<file path="src/hdl/cylinder_surface_normal_assert.svh">
// ----------------------------------------------------------------------------
// Assertion macros for the cylinder surface normal block
// Concurrent checks that compile away when SYNTHESIS is defined.
// ----------------------------------------------------------------------------
`ifndef CYLINDER_SURFACE_NORMAL_ASSERT_SVH
`define CYLINDER_SURFACE_NORMAL_ASSERT_SVH

`ifndef SYNTHESIS
// same-cycle implication
`define CSN_ASSERT_IMP(lbl, clk, rst_n, ante, cons) \
  lbl: assert property (@(posedge clk) disable iff (!rst_n) (ante) |-> (cons)) \
    else $error("csn assertion failed");
// next-cycle implication
`define CSN_ASSERT_NXT(lbl, clk, rst_n, ante, cons) \
  lbl: assert property (@(posedge clk) disable iff (!rst_n) (ante) |=> (cons)) \
    else $error("csn assertion failed");
`else
`define CSN_ASSERT_IMP(lbl, clk, rst_n, ante, cons)
`define CSN_ASSERT_NXT(lbl, clk, rst_n, ante, cons)
`endif

`endif

</file>
<file path="src/hdl/csn_pkg.sv">
// ----------------------------------------------------------------------------
// csn_pkg
// Shared types and constants of the cylinder surface normal block.
// ----------------------------------------------------------------------------
`default_nettype none

package csn_pkg;

  localparam int VEC_W     = 36;  // radial vector, signed
  localparam int SQ_STEPS  = 32;  // one root bit per stage
  localparam int DIV_STEPS = 31;  // one quotient bit per stage

  localparam logic [3:0] REG_CENTER_X = 4'd0;
  localparam logic [3:0] REG_CENTER_Y = 4'd1;
  localparam logic [3:0] REG_CENTER_Z = 4'd2;
  localparam logic [3:0] REG_AXIS_X   = 4'd3;
  localparam logic [3:0] REG_AXIS_Y   = 4'd4;
  localparam logic [3:0] REG_AXIS_Z   = 4'd5;
  localparam logic [3:0] REG_HEIGHT   = 4'd6;
  localparam logic [3:0] REG_CAP_TOL  = 4'd7;

  typedef enum logic [1:0] {
    PART_TOP    = 2'd0,
    PART_BOTTOM = 2'd1,
    PART_SIDE   = 2'd2,
    PART_DEGEN  = 2'd3
  } part_t;

  typedef enum logic {
    KIND_HIT  = 1'b0,
    KIND_AXIS = 1'b1
  } kind_t;

  typedef logic [2:0][30:0] m3_t;

  // front -> back queue entry
  typedef struct packed {
    kind_t                  kind;
    logic                   direct;  // normal already known
    part_t                  part;
    logic [2:0][VEC_W-1:0]  vec;     // vector to normalize
    logic [2:0][31:0]       dnorm;   // normal when direct
  } qitem_t;

  // side info that rides along the normalize pipeline
  typedef struct packed {
    logic             valid;
    kind_t            kind;
    logic             direct;
    part_t            part;
    logic [2:0][31:0] dnorm;
    logic [2:0]       sgn;
    logic             zero;
  } side_t;

  typedef struct packed {
    logic             valid;
    kind_t            kind;
    part_t            part;
    logic [2:0][31:0] n;
  } nres_t;

  typedef struct packed {
    logic             valid;
    logic             ok;
    logic [2:0][31:0] u;
  } axis_upd_t;

endpackage

`default_nettype wire

</file>
<file path="src/hdl/csn_queue.sv">
// ----------------------------------------------------------------------------
// csn_queue
// Two-entry queue between front and back; back drains it every cycle.
// ----------------------------------------------------------------------------
`default_nettype none
`include "cylinder_surface_normal_assert.svh"

module csn_queue import csn_pkg::*; (
  input  logic   clk,
  input  logic   rst_n,
  input  logic   push,
  input  qitem_t din,
  output logic   valid,
  output qitem_t dout
);

  qitem_t     mem_r [2];
  logic       wr_ptr_r, rd_ptr_r;
  logic [1:0] cnt_r, cnt_nxt;
  logic       pop;

  assign pop     = (cnt_r != 2'd0);
  assign cnt_nxt = cnt_r + {1'b0, push} - {1'b0, pop};
  assign valid   = pop;
  assign dout    = mem_r[rd_ptr_r];

  always_ff @(posedge clk) begin
    if (!rst_n) begin
      wr_ptr_r <= 1'b0;
      rd_ptr_r <= 1'b0;
      cnt_r    <= 2'd0;
    end else begin
      cnt_r <= cnt_nxt;
      if (push) wr_ptr_r <= ~wr_ptr_r;
      if (pop)  rd_ptr_r <= ~rd_ptr_r;
    end
  end

  always_ff @(posedge clk) begin
    if (push) mem_r[wr_ptr_r] <= din;
  end

  `CSN_ASSERT_IMP(a_no_overflow, clk, rst_n, push && (cnt_r == 2'd2), pop)
  `CSN_ASSERT_NXT(a_drains, clk, rst_n, !push, cnt_r != 2'd2)

endmodule

`default_nettype wire

</file>
<file path="config.mk">
export PLATFORM = sky130hd
export DESIGN_NAME = csn_queue
export DESIGN_NICKNAME = d
export VERILOG_FILES = /design/src/hdl/csn_pkg.sv /design/src/hdl/csn_queue.sv
export VERILOG_INCLUDE_DIRS = /design/src /design/src/hdl
export SDC_FILE = /design/constraint.sdc
export NUM_CORES = 1
export LEC_CHECK = 0
export ABC_AREA = 1
export BUFFER_PORTS_ARGS = -buffer_cell sky130_fd_sc_hd__buf_2
export CELL_PAD_IN_SITES_DETAIL_PLACEMENT = 2
export CELL_PAD_IN_SITES_GLOBAL_PLACEMENT = 2
export CORE_MARGIN = 2
export CORE_UTILIZATION = 38
export CTS_CLUSTER_DIAMETER = 50
export DETAILED_ROUTE_END_ITERATION = 12
export GPL_ROUTABILITY_DRIVEN = 0
export GPL_TIMING_DRIVEN = 1
export PLACE_DENSITY_LB_ADDON = 0.1
export SLEW_MARGIN = 25
export SYNTH_ARGS = -nofsm -noshare
export SYNTH_HDL_FRONTEND = slang
export SYNTH_SLANG_ARGS = --single-unit
export TNS_END_PERCENT = 100
</file>
<file path="constraint.sdc">
create_clock -name clk -period 31.9 [get_ports clk]
set_input_delay 1.595 -clock clk [delete_from_list [all_inputs] [get_ports clk]]
set_output_delay 1.595 -clock clk [all_outputs]
set_load 0.05 [all_outputs]
</file>
==> metrics.md <==
| Metric | Value |
|---|---|
| Slew Limit Fails | `0` |
| Maxcap violations | `0` |
| Gate Count Post-Synth | `~1100` |
| Final Skew | `roughly 9.4 ps` |
| Chip height | `207 um` |
| Outcome | `complete, no violations` |
| Syn nets | `between 1000 and 1500` |
| Post-CTS Hold Buffers | `0` |
| CTS Buf Count | `47` |
| WP data arrival | `around 3500 ps` |
| Slew @ Worst Pin | `approximately 960 ps` |
| DR pass1 iterations | `5` |
| M3 GR Usage | `a little over 7%` |
| GR Layer Usage met2 | `roughly 37%` |
| Hold Crit Depth | `3` |
| Cell-internal power | `0.000974 W` |
| Fin crit period | `5090 ps` |
| VDD IR-drop max | `between 0.00004 and 0.00005 V` |
| Overall Global Routing Usage | `approximately 20%` |
| Reg2reg start | `wr_ptr_r` |
| Vias per cell | `4.70` |
| Yosys cell types | `14` |
| Cell Area, Synth | `0.0156 mm^2` |
| Area added between synthesis and finish | `25.7%` |
| Drc violations | `0` |
| P_sw | `between 0.0003 and 0.0004 W` |
| Nets | `roughly 1800` |
| # resized after CTS | `0` |
| Reg power frac | `between 40% and 50%` |
| HP Class | `reg -> reg` |
| Hold path endpoint | `rd_ptr_r` |
| Worst R2R End | `mem_r[1][92]` |
| Sink Count | `roughly 420` |
| PD cells | `slightly below 70 mW/mm^2` |
| Clk root buf | `clkbuf_16` |
| Die X | `just over 200 um` |
| Gr busiest metal | `met2` |
| Max-slew headroom | `35.9%` |
| Seq cells post-synth | `421` |
| Reg-to-reg slack, setup | `roughly 30000 ps` |
| Hold Slack | `532 ps` |
| Final hold violation count | `0` |
| Switching Fraction | `between 20% and 30%` |
| Overflow after GRT | `0` |
| Tcrit/Tclk final | `around 16%` |
| Core region area | `between 0.04 and 0.05 mm^2` |
| Critical Path Sink Type | `output port` |
| Met1 Use GR | `21.9%` |
| Starting DRT DRC Count | `473` |
| DRT antenna net count | `0` |
| Initial Util | `approximately two fifths` |
| Combinational fraction of design power | `14.2%` |
| Syn. warnings | `0` |
| Fillers | `~4000` |
| Hold wc startpoint | `rd_ptr_r` |
| Setup-failing EPs final | `0` |
| Total negative setup slack | `0 ps` |
| Die area | `0.0427 mm^2` |
| Cell leakage power | `between 8 and 9 nW` |
| DP Wirelength | `~31 mm` |
| Worst-skew pair later-pin latency | `560 ps` |
| Largest net degree at the start of global routing | `around 110` |
| First-pass GRT wire length | `~64 mm` |
| Layout cell share with drive strength beyond 1 | `between 30 and 40%` |
| Max Root-Sink Buffers | `3` |
| Register area share after synthesis | `around 80%` |
| CTS tree | `yes` |
| PortBufs | `419` |
| DR WL/cell | `20.9 um` |
| RSZ-0062 raised after global routing | `no` |
| Clock power share | `a little under two fifths` |
| Via count | `around 10000` |
| Post-CTS Setup Bufs | `0` |
| Startpoint Class | `flop` |
| Max Fclk | `approximately 0.20 GHz` |
| CTS clk-pin slew, worst paths | `60 ps` |
| Avg Inst Size Synth | `between 10 and 15 um^2` |
| Reg2Reg Depth | `3` |
| CP Class | `reg -> out` |
| H-tree Lvls | `2` |
| Initial antenna violation count | `23` |
| Worst Path Required | `a little over 30000 ps` |
| Drt total wl | `approximately 44 mm` |
| Vias in the first global route | `around 11000` |
| Rows | `74` |
| IO Pins | `420` |
| Max Fanout on Critical Path | `~110` |
==> worst max-delay path, stage by stage (launching register included) <==
cell and delay (ps):
dfxtp_4 880, buf_6 650, buf_6 670, nand2_1 140
o21ai_1 160, buf_2 300
==> cells by family (layout without fill, tap and decap cells) <==
| kind of cell | count (synthesis) | count (layout) | share of synthesized area (%) |
|---|---|---|---|
| flip-flops | 421 | 421 | 80.7 |
| buffers and inverters | 260 | 723 | 7.10 |
| AND/OR/NAND/NOR | 224 | 224 | 5.40 |
| AO/OA/AOI/OAI | 209 | 209 | 6.71 |
| adder cells (fa/ha/maj) | 1 | 1 | 0.0802 |
| other | 0 | 13 | 0 |
==> synth_stat cells (all sizes together) <==
cell type | count | area, um^2
ha | 1 | 12.5
nand2 | 214 | 803
nand3 | 1 | 5.00
clkbuf | 10 | 37.5
buf | 36 | 267
inv | 214 | 803
a21oi | 1 | 5.00
edfxtp | 416 | 12500
o21ai | 208 | 1040
nor2 | 9 | 33.8
dfxtp | 5 | 100
==> per-layer routing <==
layer | vias to the layer above | wire length, um
li1 | 4650 | -
met1 | 4941 | 15700
met2 | 282 | 23800
met3 | 78 | 3730
met4 | 22 | 973
met5 | - | 137
==> flip-flops by register name (all words and copies together) (netlist names), named ones only <==
signal	count
mem_r	416
cnt_r	2
rd_ptr_r	1
wr_ptr_r	1
==> cells in the final DEF, fill, tap and decap left out <==
master	instances
buf_2	419
edfxtp_1	416
nand2_1	214
inv_1	213
o21ai_0	107
o21ai_1	101
clkbuf_16	49
diode_2	13
clkbuf_1	12
nor2_1	8
clkinv_2	8
clkinv_1	7
buf_4	6
dfxtp_1	4
clkinvlp_4	3
buf_6	3
bufinv_16	2
inv_8	1
nor2_4	1
a21oi_1	1
nand3_1	1
ha_1	1
dfxtp_4	1
==> worst max-delay path by stage <==
stage | startpoint | to | slack, ps | depth (start not counted)
2_1_floorplan | push | mem_r[0][0] | 20790 | 2
3_3_place_gp | flop | dout[146] | 26970 | 5
3_5_place_dp | flop | dout[101] | 26740 | 5
4_1_cts | flop | dout[128] | 26180 | 5
5_1_grt | flop | dout[101] | 26460 | 5
6_report | flop | dout[101] | 26810 | 5
==> power by group through the flow <==
stage / Sequential (W) / Clock, W / Combinational [W]
finish: 0.000652 / 0.000502 / 0.000190
global placement: 0.000660 / 0 / 0.000187
CTS: 0.000652 / 0.000517 / 0.000193
global route: 0.000654 / 0.000535 / 0.000203
detailed placement: 0.000663 / 0 / 0.000192
floorplan: 0.000665 / 0 / 0.000134
==> through the flow <==
step	total power (W)	cells	area [um^2]	util [%]	setup slack, ps
2_1_floorplan	0.000799	1115	15600	-	20790
3_3_place_gp	0.000847	2029	18100	44.6	26970
3_5_place_dp	0.000856	2029	18100	44.6	26740
4_1_cts	0.00136	2110	19600	48.1	26180
5_1_grt	0.00139	2117	19600	48.2	26460
6_report	0.00134	2123	19600	48.2	26810
==> area by class of cell <==
class | instances | area (um^2) | area share (%)
Antenna cell | 13 | 32.5 | 0.166
Timing Repair Buffer | 428 | 2180 | 11.1
Clock inverter | 20 | 149 | 0.759
Multi-Input combinational cell | 434 | 1910 | 9.73
Tap cell | 532 | 666 | 3.39
Sequential cell | 421 | 12600 | 64.2
Inverter | 214 | 811 | 4.13
Clock buffer | 61 | 1270 | 6.48
(Power assumes the default switching activity.)
